### src/hw/rtl/s2i64_pkg.sv
package s2i64_pkg;

    localparam int BASE_W  = 6;
    localparam int CH_W    = 8;
    localparam int VAL_W   = 64;
    localparam int DIGIT_W = 6;
    localparam int END_W   = 12;

    // configuration register indexes
    localparam logic CFG_NUMBER_BASE   = 1'b0;
    localparam logic CFG_UNSIGNED_MODE = 1'b1;

    localparam logic [BASE_W-1:0] BASE_AUTO = 6'd0;
    localparam logic [BASE_W-1:0] BASE_ONE  = 6'd1;
    localparam logic [BASE_W-1:0] BASE_TWO  = 6'd2;
    localparam logic [BASE_W-1:0] BASE_OCT  = 6'd8;
    localparam logic [BASE_W-1:0] BASE_DEC  = 6'd10;
    localparam logic [BASE_W-1:0] BASE_HEX  = 6'd16;
    localparam logic [BASE_W-1:0] BASE_MAX  = 6'd36;

    localparam logic [DIGIT_W-1:0] DIGIT_NONE = 6'd63;

    localparam logic [CH_W-1:0] CH_NUL   = 8'h00;
    localparam logic [CH_W-1:0] CH_TAB   = 8'h09;
    localparam logic [CH_W-1:0] CH_CR    = 8'h0D;
    localparam logic [CH_W-1:0] CH_SPACE = 8'h20;
    localparam logic [CH_W-1:0] CH_PLUS  = 8'h2B;
    localparam logic [CH_W-1:0] CH_MINUS = 8'h2D;
    localparam logic [CH_W-1:0] CH_ZERO  = 8'h30;
    localparam logic [CH_W-1:0] CH_NINE  = 8'h39;
    localparam logic [CH_W-1:0] CH_UP_A  = 8'h41;
    localparam logic [CH_W-1:0] CH_UP_X  = 8'h58;
    localparam logic [CH_W-1:0] CH_UP_Z  = 8'h5A;
    localparam logic [CH_W-1:0] CH_LO_A  = 8'h61;
    localparam logic [CH_W-1:0] CH_LO_X  = 8'h78;
    localparam logic [CH_W-1:0] CH_LO_Z  = 8'h7A;

    typedef struct packed {
        logic             is_digit;
        logic             overflow;
        logic [VAL_W-1:0] acc_next;
    } t_mac_res;

    function automatic logic is_space(input logic [CH_W-1:0] c);
        return (c == CH_SPACE) || ((c >= CH_TAB) && (c <= CH_CR));
    endfunction

    function automatic logic [DIGIT_W-1:0] digit_val(input logic [CH_W-1:0] c);
        logic [CH_W-1:0] t;
        t = DIGIT_NONE;
        if ((c >= CH_ZERO) && (c <= CH_NINE)) begin
            t = c - CH_ZERO;
        end else if ((c >= CH_UP_A) && (c <= CH_UP_Z)) begin
            t = c - CH_UP_A + 8'd10;
        end else if ((c >= CH_LO_A) && (c <= CH_LO_Z)) begin
            t = c - CH_LO_A + 8'd10;
        end
        return t[DIGIT_W-1:0];
    endfunction

endpackage

### src/hw/rtl/s2i64_mac.sv
module s2i64_mac (
    input  logic [s2i64_pkg::VAL_W-1:0]  i_acc,
    input  logic [s2i64_pkg::BASE_W-1:0] i_base,
    input  logic [s2i64_pkg::CH_W-1:0]   i_ch,
    output s2i64_pkg::t_mac_res          o_res
);
    import s2i64_pkg::*;

    localparam int PROD_W = VAL_W + BASE_W;

    logic [BASE_W-1:0]  base;
    logic [DIGIT_W-1:0] dig;
    logic [PROD_W-1:0]  sum;

    always_comb begin
        base = i_base;
        if ((i_base < BASE_TWO) || (i_base > BASE_MAX)) begin
            base = BASE_DEC;
        end
    end

    assign dig = digit_val(i_ch);

    // acc * base + digit beyond 64 bits is the overflow condition
    assign sum = PROD_W'(i_acc) * PROD_W'(base) + PROD_W'(dig);

    assign o_res.is_digit = (dig < base);
    assign o_res.overflow = |sum[PROD_W-1:VAL_W];
    assign o_res.acc_next = sum[VAL_W-1:0];

endmodule

### src/hw/rtl/s2i64_result.sv
module s2i64_result #(
    parameter int POS_W = 12
) (
    input  logic [s2i64_pkg::VAL_W-1:0] i_acc,
    input  logic                        i_negative,
    input  logic                        i_overflow_seen,
    input  logic                        i_digit_seen,
    input  logic                        i_unsigned_mode,
    input  logic [POS_W-1:0]            i_stop_pos,
    output logic [s2i64_pkg::VAL_W-1:0] o_value,
    output logic [s2i64_pkg::END_W-1:0] o_end_index,
    output logic                        o_converted,
    output logic                        o_overflowed
);
    import s2i64_pkg::*;

    localparam logic [VAL_W-1:0] INT_MIN_BITS = {1'b1, {(VAL_W-1){1'b0}}};
    localparam logic [VAL_W-1:0] INT_MAX_BITS = {1'b0, {(VAL_W-1){1'b1}}};

    logic [VAL_W-1:0] limit;
    logic             ovf;

    always_comb begin
        limit = i_negative ? INT_MIN_BITS : INT_MAX_BITS;
        ovf   = i_overflow_seen || (!i_unsigned_mode && (i_acc > limit));

        o_value      = '0;
        o_end_index  = '0;
        o_overflowed = 1'b0;
        if (i_digit_seen) begin
            o_end_index  = END_W'(i_stop_pos);
            o_overflowed = ovf;
            if (ovf) begin
                if (i_unsigned_mode) begin
                    o_value = '1;
                end else begin
                    o_value = limit;
                end
            end else begin
                o_value = i_negative ? (VAL_W'(0) - i_acc) : i_acc;
            end
        end
        o_converted = i_digit_seen;
    end

endmodule

### src/hw/rtl/string_to_int64_parser.sv
// Streaming strtoll/strtoull parser. Characters of a NUL-terminated string enter one per
// cycle on i_ch; leading white space, an optional sign and an optional 0x prefix are taken,
// then digits of the selected radix (2..36, 0 auto-detects 8/10/16) are accumulated with
// 64-bit overflow detection. Bytes after the number are ignored. The NUL produces exactly one
// result: the value (saturated in signed or unsigned mode), the index of the first
// unconverted character, and converted/overflow flags; the parser then rearms for the next
// string. Throughput is one character per cycle while i_ch is not stalled; a result is
// offered once its NUL passes the input register and the one parse stage that loads the
// result register; the 64x6 multiply-accumulate into the accumulator sets the clock period.
// A NUL stalls i_ch in the input register while an earlier result is still held on the output.
// number_base is sampled at the first non-blank character of each string; write
// configuration only while no string is in flight.
module string_to_int64_parser #(
    parameter int MAX_LEN = 4095
) (
    input  logic                          i_clk,
    input  logic                          i_rst_n,
    input  logic                          i_cfg_we,
    input  logic                          i_cfg_index,
    input  logic [s2i64_pkg::BASE_W-1:0]  i_cfg_data,
    input  logic                          i_valid,
    output logic                          o_ready,
    input  logic [s2i64_pkg::CH_W-1:0]    i_ch,
    output logic                          o_valid,
    input  logic                          i_ready,
    output logic [s2i64_pkg::VAL_W-1:0]   o_result_value,
    output logic [s2i64_pkg::END_W-1:0]   o_end_index,
    output logic                          o_converted,
    output logic                          o_overflowed
);
    import s2i64_pkg::*;

    localparam int POS_W = $clog2(MAX_LEN + 1);
    localparam logic [POS_W-1:0] POS_LIMIT = POS_W'(MAX_LEN);

    localparam logic [2:0] PH_SKIP   = 3'd0;
    localparam logic [2:0] PH_SIGNED = 3'd1;
    localparam logic [2:0] PH_ZERO   = 3'd2;
    localparam logic [2:0] PH_PREFIX = 3'd3;
    localparam logic [2:0] PH_DIGITS = 3'd4;
    localparam logic [2:0] PH_DONE   = 3'd5;

    // configuration
    logic [BASE_W-1:0] r_number_base;
    logic              r_unsigned_mode;

    // input register
    logic              r_in_valid;
    logic [CH_W-1:0]   r_in_ch;

    // parse state
    logic [2:0]        r_phase, n_phase;
    logic              r_negative, n_negative;
    logic [VAL_W-1:0]  r_acc, n_acc;
    logic              r_ovf_seen, n_ovf_seen;
    logic [BASE_W-1:0] r_eff_base, n_eff_base;
    logic [POS_W-1:0]  r_pos, n_pos;
    logic [POS_W-1:0]  r_stop_pos, n_stop_pos;
    logic              r_digit_seen, n_digit_seen;

    // result register
    logic              r_out_valid;
    logic [VAL_W-1:0]  r_res_value;
    logic [END_W-1:0]  r_res_end;
    logic              r_res_conv;
    logic              r_res_ovf;

    logic              is_nul;
    logic              out_free;
    logic              step;
    logic              load_out;
    logic [POS_W-1:0]  pos_adv;
    logic [BASE_W-1:0] cfg_base;
    logic [BASE_W-1:0] td_base;
    t_mac_res          mac;
    logic [VAL_W-1:0]  fin_value;
    logic [END_W-1:0]  fin_end;
    logic              fin_conv;
    logic              fin_ovf;

    assign is_nul   = (r_in_ch == CH_NUL);
    assign out_free = !r_out_valid || i_ready;
    assign step     = r_in_valid && (!is_nul || out_free);
    assign load_out = step && is_nul;
    assign o_ready  = !r_in_valid || step;

    assign pos_adv = (r_pos < POS_LIMIT) ? (r_pos + POS_W'(1)) : r_pos;

    always_comb begin
        cfg_base = r_number_base;
        if ((r_number_base == BASE_ONE) || (r_number_base > BASE_MAX)) begin
            cfg_base = BASE_DEC;
        end
    end

    // radix the digit unit sees in the current phase
    always_comb begin
        unique case (r_phase)
            PH_SKIP:   td_base = (cfg_base == BASE_AUTO) ? BASE_DEC : cfg_base;
            PH_SIGNED: td_base = (r_eff_base == BASE_AUTO) ? BASE_DEC : r_eff_base;
            PH_ZERO:   td_base = (r_eff_base == BASE_AUTO) ? BASE_OCT : r_eff_base;
            default:   td_base = r_eff_base;
        endcase
    end

    s2i64_mac u_mac (
        .i_acc  (r_acc),
        .i_base (td_base),
        .i_ch   (r_in_ch),
        .o_res  (mac)
    );

    s2i64_result #(
        .POS_W (POS_W)
    ) u_result (
        .i_acc           (r_acc),
        .i_negative      (r_negative),
        .i_overflow_seen (r_ovf_seen),
        .i_digit_seen    (r_digit_seen),
        .i_unsigned_mode (r_unsigned_mode),
        .i_stop_pos      (r_stop_pos),
        .o_value         (fin_value),
        .o_end_index     (fin_end),
        .o_converted     (fin_conv),
        .o_overflowed    (fin_ovf)
    );

    always_comb begin
        logic do_digit;
        logic zero_lead;
        do_digit  = 1'b0;
        zero_lead = 1'b0;

        n_phase      = r_phase;
        n_negative   = r_negative;
        n_acc        = r_acc;
        n_ovf_seen   = r_ovf_seen;
        n_eff_base   = r_eff_base;
        n_pos        = r_pos;
        n_stop_pos   = r_stop_pos;
        n_digit_seen = r_digit_seen;

        if (step) begin
            if (is_nul) begin
                n_phase      = PH_SKIP;
                n_negative   = 1'b0;
                n_acc        = '0;
                n_ovf_seen   = 1'b0;
                n_eff_base   = BASE_DEC;
                n_pos        = '0;
                n_stop_pos   = '0;
                n_digit_seen = 1'b0;
            end else begin
                unique case (r_phase) inside
                    PH_SKIP: begin
                        if (is_space(r_in_ch)) begin
                            n_pos = pos_adv;
                        end else if ((r_in_ch == CH_MINUS) || (r_in_ch == CH_PLUS)) begin
                            n_eff_base = cfg_base;
                            n_negative = (r_in_ch == CH_MINUS);
                            n_pos      = pos_adv;
                            n_phase    = PH_SIGNED;
                        end else begin
                            n_eff_base = cfg_base;
                            zero_lead  = (r_in_ch == CH_ZERO) &&
                                         ((cfg_base == BASE_AUTO) || (cfg_base == BASE_HEX));
                            do_digit   = !zero_lead;
                            if (!zero_lead) begin
                                n_eff_base = td_base;
                            end
                        end
                    end
                    PH_SIGNED: begin
                        zero_lead = (r_in_ch == CH_ZERO) &&
                                    ((r_eff_base == BASE_AUTO) || (r_eff_base == BASE_HEX));
                        do_digit  = !zero_lead;
                        if (!zero_lead) begin
                            n_eff_base = td_base;
                        end
                    end
                    PH_ZERO: begin
                        if ((r_in_ch == CH_LO_X) || (r_in_ch == CH_UP_X)) begin
                            n_eff_base = BASE_HEX;
                            n_pos      = pos_adv;
                            n_phase    = PH_PREFIX;
                        end else begin
                            n_eff_base = td_base;
                            do_digit   = 1'b1;
                        end
                    end
                    PH_PREFIX, PH_DIGITS: begin
                        do_digit = 1'b1;
                    end
                    default: begin
                        n_phase = PH_DONE;
                    end
                endcase

                // leading zero in base 0 or 16 counts as a digit
                if (zero_lead) begin
                    n_acc        = '0;
                    n_digit_seen = 1'b1;
                    n_pos        = pos_adv;
                    n_stop_pos   = pos_adv;
                    n_phase      = PH_ZERO;
                end

                if (do_digit) begin
                    if (!mac.is_digit) begin
                        n_phase = PH_DONE;
                    end else begin
                        if (mac.overflow) begin
                            n_ovf_seen = 1'b1;
                        end else begin
                            n_acc = mac.acc_next;
                        end
                        n_pos        = pos_adv;
                        n_stop_pos   = pos_adv;
                        n_digit_seen = 1'b1;
                        n_phase      = PH_DIGITS;
                    end
                end
            end
        end
    end

    always_ff @(posedge i_clk) begin
        if (!i_rst_n) begin
            r_number_base   <= BASE_DEC;
            r_unsigned_mode <= 1'b0;
        end else if (i_cfg_we) begin
            unique case (i_cfg_index)
                CFG_NUMBER_BASE:   r_number_base   <= i_cfg_data;
                CFG_UNSIGNED_MODE: r_unsigned_mode <= i_cfg_data[0];
                default:           r_number_base   <= r_number_base;
            endcase
        end
    end

    always_ff @(posedge i_clk) begin
        if (!i_rst_n) begin
            r_in_valid <= 1'b0;
        end else if (o_ready) begin
            r_in_valid <= i_valid;
        end
    end

    always_ff @(posedge i_clk) begin
        if (o_ready && i_valid) begin
            r_in_ch <= i_ch;
        end
    end

    always_ff @(posedge i_clk) begin
        if (!i_rst_n) begin
            r_phase      <= PH_SKIP;
            r_negative   <= 1'b0;
            r_acc        <= '0;
            r_ovf_seen   <= 1'b0;
            r_eff_base   <= BASE_DEC;
            r_pos        <= '0;
            r_stop_pos   <= '0;
            r_digit_seen <= 1'b0;
        end else begin
            r_phase      <= n_phase;
            r_negative   <= n_negative;
            r_acc        <= n_acc;
            r_ovf_seen   <= n_ovf_seen;
            r_eff_base   <= n_eff_base;
            r_pos        <= n_pos;
            r_stop_pos   <= n_stop_pos;
            r_digit_seen <= n_digit_seen;
        end
    end

    always_ff @(posedge i_clk) begin
        if (!i_rst_n) begin
            r_out_valid <= 1'b0;
        end else if (load_out) begin
            r_out_valid <= 1'b1;
        end else if (i_ready) begin
            r_out_valid <= 1'b0;
        end
    end

    always_ff @(posedge i_clk) begin
        if (load_out) begin
            r_res_value <= fin_value;
            r_res_end   <= fin_end;
            r_res_conv  <= fin_conv;
            r_res_ovf   <= fin_ovf;
        end
    end

    assign o_valid        = r_out_valid;
    assign o_result_value = r_res_value;
    assign o_end_index    = r_res_end;
    assign o_converted    = r_res_conv;
    assign o_overflowed   = r_res_ovf;

`ifndef SYNTHESIS
    a_rearm_after_nul: assert property (@(posedge i_clk) disable iff (!i_rst_n)
        load_out |=> (r_phase == PH_SKIP) && !r_digit_seen && (r_pos == '0))
        else $error("parser not rearmed after terminating item");

    a_acc_needs_digit: assert property (@(posedge i_clk) disable iff (!i_rst_n)
        !r_digit_seen |-> (r_acc == '0) && !r_ovf_seen)
        else $error("accumulator changed before any digit");

    a_stop_le_pos: assert property (@(posedge i_clk) disable iff (!i_rst_n)
        r_stop_pos <= r_pos)
        else $error("stop position ahead of position");

    a_ovf_implies_conv: assert property (@(posedge i_clk) disable iff (!i_rst_n)
        r_out_valid && r_res_ovf |-> r_res_conv)
        else $error("overflow flagged without conversion");
`endif

endmodule
### config.mk
export PLATFORM = sky130hd
export DESIGN_NAME = string_to_int64_parser
export DESIGN_NICKNAME = d
export VERILOG_FILES = /design/src/hw/rtl/s2i64_pkg.sv /design/src/hw/rtl/s2i64_mac.sv /design/src/hw/rtl/s2i64_result.sv /design/src/hw/rtl/string_to_int64_parser.sv
export SDC_FILE = /design/constraint.sdc
export NUM_CORES = 1
export LEC_CHECK = 0
export BUFFER_PORTS_ARGS = -buffer_cell sky130_fd_sc_hd__buf_4
export CAP_MARGIN = 20
export CORE_MARGIN = 2
export CORE_UTILIZATION = 60
export DETAILED_ROUTE_END_ITERATION = 10
export PLACE_DENSITY_LB_ADDON = 0.25
export SLEW_MARGIN = 10
export SYNTH_ARGS = -nofsm -noshare
export SYNTH_HDL_FRONTEND = slang
export SYNTH_HIERARCHICAL = 1
export SYNTH_SLANG_ARGS = --single-unit
export TNS_END_PERCENT = 50
### constraint.sdc
create_clock -name i_clk -period 24.1 [get_ports i_clk]
set_clock_uncertainty 0.05 [all_clocks]
set_input_delay 1.205 -clock i_clk [delete_from_list [all_inputs] [get_ports i_clk]]
set_output_delay 1.205 -clock i_clk [all_outputs]
set_load 0.1 [all_outputs]
==> results of run 1 <==
==> worst max-delay path, delay by kind of cell, from the launching register on <==
| kind | cells | cell delay, ps |
|---|---|---|
| DFF | 1 | 610 |
| and+or+nand+nor | 9 | 1850 |
| AOI/OAI and AO/OA | 12 | 2980 |
| buffers and inverters | 9 | 2420 |
| adders and majority gates | 5 | 2430 |
==> per-layer routing <==
layer / GRT usage [%] / share of wire, % / vias to the layer above
met2: 47.9 / 45 / 910
met4: 9.04 / 1.9 / 0
met5: 0 / 0 / -
met3: 5.91 / 8.2 / 103
li1: - / - / 9467
met1: 45.0 / 45 / 10187
==> power groups by stage <==
stage	clock, mW	sequential, mW	combinational (mW)
finish	0.312	0.354	0.0875
global route	0.328	0.355	0.0954
CTS	0.315	0.353	0.0857
detailed placement	0	0.361	0.0853
global placement	0	0.361	0.0828
floorplan	0	0.358	0.0636
==> cells in the final DEF, fill, tap and decap left out, types with 46 or more instances in the layout <==
cell type	Yosys	routed
dfxtp_1	109	108
and2_1	149	149
xor2_1	86	86
xnor2_1	46	46
and3_1	195	194
edfxtp_1	86	86
a22o_1	72	72
buf_4	1	115
nor2b_1	73	71
o21ai_0	99	97
nand2_1	168	168
ha_1	224	224
nor2_1	118	117
a21oi_1	143	143
nand4_1	47	47
inv_1	96	95
a221oi_1	61	61
fa_1	252	252
==> how the worst max path moves through the flow <==
stage	start	to	slack, ps	depth (start not counted)
CTS	r_phase[0]	r_acc[19]	13710	35
floorplan	r_phase[1]	r_acc[10]	16010	37
global route	r_phase[0]	r_acc[18]	12940	35
finish	r_phase[0]	r_acc[20]	13620	35
detailed placement	r_phase[0]	r_acc[19]	13740	35
global placement	r_phase[0]	r_acc[23]	14040	35
==> cell type report <==
type	count	area share (%)
multi-input cells	2175	71.9
inverters	96	1.38
clock buffers	17	1.63
clock inverters	15	0.876
well taps	532	2.55
repair buffers	116	3.38
flip-flops and latches	195	18.3
==> through the flow <==
| step | std cells | utilization (%) | cell area, µm² | hold slack (ps) | worst slack [ps] |
|---|---|---|---|---|---|
| 6_report | 3146 | 64.1 | 26100 | 416 | 13620 |
| 5_1_grt | 3146 | 64.1 | 26100 | 440 | 12940 |
| 4_1_cts | 3145 | 64.1 | 26100 | 412 | 13710 |
| 2_1_floorplan | 2638 | - | 24800 | 369 | 16010 |
| 3_5_place_dp | 3113 | 62.5 | 25500 | 387 | 13740 |
| 3_3_place_gp | 3113 | 62.5 | 25500 | 382 | 14040 |
==> state kept, by name (all words and copies together) (netlist names) <==
| register | flops |
|---|---|
| r_phase | 3 |
| r_ovf_seen | 1 |
| o_end_index | 12 |
| r_stop_pos | 12 |
| o_result_value | 64 |
| r_negative | 1 |
| r_digit_seen | 1 |
| o_overflowed | 1 |
| o_valid | 1 |
| r_unsigned_mode | 1 |
| r_in_valid | 1 |
| o_converted | 1 |
| r_number_base | 6 |
| r_pos | 12 |
| r_eff_base | 6 |
| r_in_ch | 8 |
| r_acc | 64 |
==> cell families (layout without fill, tap and decap cells) <==
family                     after synthesis  count (layout)  share of synthesized area [%]
buffers and inverters                  268             244                           5.07
AOI/OAI and AO/OA                      614             614                           17.7
adders and majority gates              476             476                           31.7
and+or+nand+nor                        938             938                           21.1
muxes                                   15              15                          0.616
DFF                                    195             195                           19.2
xor gates and xnor gates               132             132                           4.67
==> impl_results.md, run 1 <==
* Reg-to-reg setup timing slack at 13620 ps
* R2R depth at 35
* Vias at 20667
* # fillers at 3322
* Row count at 74
* Die Wd at 207 µm
* Share of total power in sequential cells at 46.9%
* Worst min-delay path startpoint: r_stop_pos[2]
* FF/Latch Area at 4770 µm²
* Comb pwr share at 11.6%
* CTS clk-pin slew, worst paths at 90 ps
* Worst slew margin at 29.8%
* Post-CTS sizing at 0
* Setup Total Neg Slack at 0 ps
* Internal cell power at 0.520 mW
* Main synth FF type: dfxtp_1
* Tmin final at 10480 ps
* Post-synth EDFFs at 86
* Post-synth top area cell: fa_1
* RSZ-0062 raised after global routing: false
* Initial antenna violation count at 1
* Hold WC Path Type: reg2reg
* CTS buffer count at 17
* Maximum VDD drop at 0.0000367 V
* R2r endpoint: r_acc[20]
* GR Util All Layers at 31.2%
* Setup crit end kind: register
* Clock Path Buffers at 2
* Count leader, synth: fa_1
* Crit path DAT at 10850 ps
* Die height at 207 µm
* Avg WL per Cell at 21.0 µm
* Ys Warns at 6
* Power density over the cells at 28.8 nW/µm²
* Switch Pwr at 0.233 mW
* Clock share of power at 41.4%
* Slew Viols, Final at 0
* Vias in the first global route at 20549
* Worst-path fanout max at 98
* Tot Pwr at 0.753 mW
* Final hold violation count at 0
* Final worst-path cycle share at 43.5%
* Worst reg2reg startpoint: r_phase[0]
* Starting density of the core at 60.8%
* Slowest stage delay, CP at 690 ps
* Pin count of the biggest net entering global routing at 108
* Hold-fix buffers, CTS at 0
* Seq/Total Area, Yosys at 19.2%
* Most frequent cell on the critical path: inv_1
* DR pass1 iterations at 5
* Asr flop ratio synth at 0%
* Netlist Area Pre-Place at 24800 µm²
* Worst path required time at 24470 ps
* # Post-CTS Setup Buffers at 0
* Top-area cell type share of the netlist area at 20.4%
* Commonest cells in the netlist: 252 x fa_1, 224 x ha_1, 195 x and3_1, 168 x nand2_1, 149 x and2_1
* # diodes at 0
* Vias per cell at 6.57
* RD Place Congestion at 0.944
* Worst-Margin Slew at 1050 ps
* Area contributors post-synth: fa_1 20%, ha_1 11%, edfxtp_1 10%, dfxtp_1 8.8%, and3_1 4.9%
* Fmax achieved at 95.4 MHz
* Total core area at 40700 µm²
* FF+latch count, synth at 195
* Hold endpoint: r_stop_pos[2]
* I/O Buffers at 99
* Sw frac at 31.0%
* Final net count at 3097
* Status: complete, no violations
* DRT iter0 DRCs at 2046
* Root Driver: clkbuf_16
* Post-DP HPWL at 48.4 mm
* DIE AREA at 42900 µm²
* CP max stage cell: buf_4
* Critical path class: reg2reg
* Area growth from synthesis to layout at 5.52%
* Synth Instances at 2638
* H-Tree Depth at 4
* Ports at 100
* Layout cells sized above 1 at 8.49%
* Multi-input gate area at 18800 µm²
* Max_cap viols at 0
* Clk sink count at 195
* Post-Route WL at 65.9 mm
* Synth unique cells at 98
* Hold depth at 1
* Pleak at 12.7 nW
* Worst-skew pair later-pin latency at 490 ps
* Endpoints failing setup at 0
* Syn nets at 3134
* Critical path startpoint category: register
* ANT nets after route at 0
* CTS tree: built
* First-pass GRT wire length at 109 mm
* GR Overflow Total at 0
* DRC at 0
* Post-Syn Area per Cell at 9.39 µm²
Note: power is estimated with default switching activity, not from simulation.
==> run 2, diff against run 1 <==
--- a/config.mk
+++ b/config.mk
@@ -8,7 +8,7 @@
 export BUFFER_PORTS_ARGS = -buffer_cell sky130_fd_sc_hd__buf_4
 export CAP_MARGIN = 20
 export CORE_MARGIN = 2
-export CORE_UTILIZATION = 60
+export CORE_UTILIZATION = 59
 export DETAILED_ROUTE_END_ITERATION = 10
 export PLACE_DENSITY_LB_ADDON = 0.25
 export SLEW_MARGIN = 10
==> constraint.sdc (replaced) <==
create_clock -name i_clk -period 8.6 [get_ports i_clk]
set_clock_uncertainty 0.05 [all_clocks]
set_input_delay 0.43 -clock i_clk [delete_from_list [all_inputs] [get_ports i_clk]]
set_output_delay 0.43 -clock i_clk [all_outputs]
set_load 0.1 [all_outputs]
==> impl_results.md, run 2 (synthesis results as in run 1) <==
* Pin count of the biggest net entering global routing at 100 (-7.4%)
* Final Instance Area at 26800 µm² (+2.6%)
* Post-DP HPWL at 51.3 mm (+6.0%)
* Pleak at 13.1 nW (+2.7%)
* DRC at 0 (unchanged)
* Critical path startpoint category: register
* Hold-fix buffers, CTS at 0 (unchanged)
* Setup crit end kind: register
* Total core area at 41700 µm² (+2.3%)
* Post-Route WL at 69.5 mm (+5.4%)
* Placed instance count at 3153 (+1.3%)
* Final Non-Filler Cells at 3204 (+1.8%)
* Worst-Margin Slew at 1080 ps (+25.7 ps)
* Worst-skew pair later-pin latency at 460 ps (-30 ps)
* Root Driver: clkbuf_16
* Clk sink count at 195 (unchanged)
* CP max stage cell: or4_4
* Layout cells sized above 1 at 11.2% (+2.7 points)
* Area growth from synthesis to layout at 8.27%
* I/O Buffers at 99 (unchanged)
* Hold Slack at 93.3 ps (-323 ps)
* Commonest non-fill, non-tap cell in the layout: fa_1
* Slowest stage delay, CP at 560 ps (-130 ps)
* Leading cell types in the layout, fill and taps excluded: 252 x fa_1, 218 x ha_1, 194 x and3_1, 168 x nand2_1, 152 x buf_4
* Final hold violation count at 0 (unchanged)
* Setup Total Neg Slack at 0 ps (unchanged)
* Avg WL per Cell at 21.7 µm (+3.5%)
* Maximum VDD drop at 0.000138 V (+270%)
* # diodes at 0 (unchanged)
* CTS clk-pin slew, worst paths at 80 ps (about the same)
* RD Place Congestion at 0.946 (+0.17%)
* Endpoints failing setup at 0 (unchanged)
* Status: complete, no violations
* Clock Path Buffers at 2 (unchanged)
* Crit path DAT at 8620 ps (-2230 ps)
* # fillers at 3439 (+3.5%)
* Worst path required time at 8900 ps (-15570 ps)
* Starting density of the core at 59.4% (-1.4 points)
* Power density over the cells at 78.5 nW/µm² (+170%)
* Hold WC Path Type: in2reg
* ANT nets after route at 0 (unchanged)
* Die Wd at 209 µm (+0.83%)
* DR pass1 iterations at 6 (+1)
* GR Overflow Total at 0 (unchanged)
* Ports at 100 (unchanged)
* DRT iter0 DRCs at 1764 (-14%)
* Worst slew margin at 27.6% (-2.3 points)
* Critical path class: reg2reg
* Vias in the first global route at 20880 (+1.6%)
* Die height at 209 µm (+0.83%)
* Slew Viols, Final at 0 (unchanged)
* Worst-path fanout max at 33 (-66%)
* Vias at 20983 (+1.5%)
* GR Util All Layers at 31.2% (about the same)
* Final worst-path cycle share at 96.8% (+53 points)
* CTS tree: built
* Max_cap viols at 0 (unchanged)
* Vias per cell at 6.55 (-0.31%)
* Reg-to-reg setup timing slack at 270 ps (-13350 ps)
* DIE AREA at 43600 µm² (+1.7%)
* Tmin final at 8330 ps (-2150 ps)
* Final net count at 3148 (+1.6%)
* Fmax achieved at 120 MHz (+26%)
* H-Tree Depth at 4 (unchanged)
* First-pass GRT wire length at 110 mm (+0.33%)
* Post-DP Area at 25700 µm² (+1.2%)
* Row count at 75 (+1.4%)
* Initial antenna violation count at 0 (-1)
* CTS buffer count at 17 (unchanged)
## run 2: changes by cell type in the layout (fill, tap and decap cells not counted), moves of 3 or more
| cell | before | now |
|---|---|---|
| inv_8 | 0 | 5 |
| ha_2 | 0 | 3 |
| buf_12 | 1 | 7 |
| buf_4 | 115 | 152 |
| clkbuf_16 | 17 | 21 |
| ha_1 | 224 | 218 |
| inv_12 | 7 | 2 |
| a21oi_2 | 5 | 10 |
| ha_4 | 0 | 3 |
| a21oi_1 | 143 | 138 |
## run 2: through the flow
stage	util (%)	setup WS (ps)	total power, mW
after floorplan	-	512	1.18
after global placement	61.8	260	1.25
after detailed placement	61.8	93.2	1.26
after CTS	63.3	75.3	2.09
after global routing	64.3	-77.0	2.18
final	64.3	274	2.11
## run 2: worst max-delay path, delay by kind of cell, from the launching register on
kind	cells	cell delay, ps
xor gates and xnor gates	1	140
and+or+nand+nor	10	2500
DFF	1	330
buffers and inverters	7	1100
adders and majority gates	5	2240
AOI/OAI and AO/OA	9	1780
## run 2: what timing repair did
item | 4_1_cts | 5_1_grt
resized for setup | 0 | 45
buffers inserted | 0 | 12
setup endpoints to repair | 0 | 64
## run 2: final timing paths
check | cells after the start | from | endpoint
setup / recovery | 32 | r_eff_base[0] | r_acc[35]
hold / removal | 1 | i_ch[0] | r_in_ch[0]
setup reg to reg | 32 | r_eff_base[0] | r_acc[35]
hold reg to reg | 1 | r_stop_pos[2] | r_stop_pos[2]
## run 2: metal layers
layer | part of all wire (%) | track usage, %
met2 | 46 | 49.8
met4 | 2.5 | 8.40
met1 | 43 | 43.2
met5 | 0 | 0
met3 | 7.7 | 6.69
## run 2: area by class of cell
cell class	count	area (µm²)	area share [%]
tap	539	674	2.52
multi-input combinational	2175	18900	70.6
sequential	195	4770	17.8
timing repair buffer	167	1440	5.37
clock buffer	17	425	1.59
inverter	96	360	1.34
clock inverter	15	204	0.761
## run 2: where the power goes
group          internal (mW)  switching, mW  leakage [nW]
Clock                  0.404          0.435         0.304
Sequential             0.968         0.0229          1.55
Combinational         0.0946          0.182          11.2
Total                   1.47          0.640          13.1
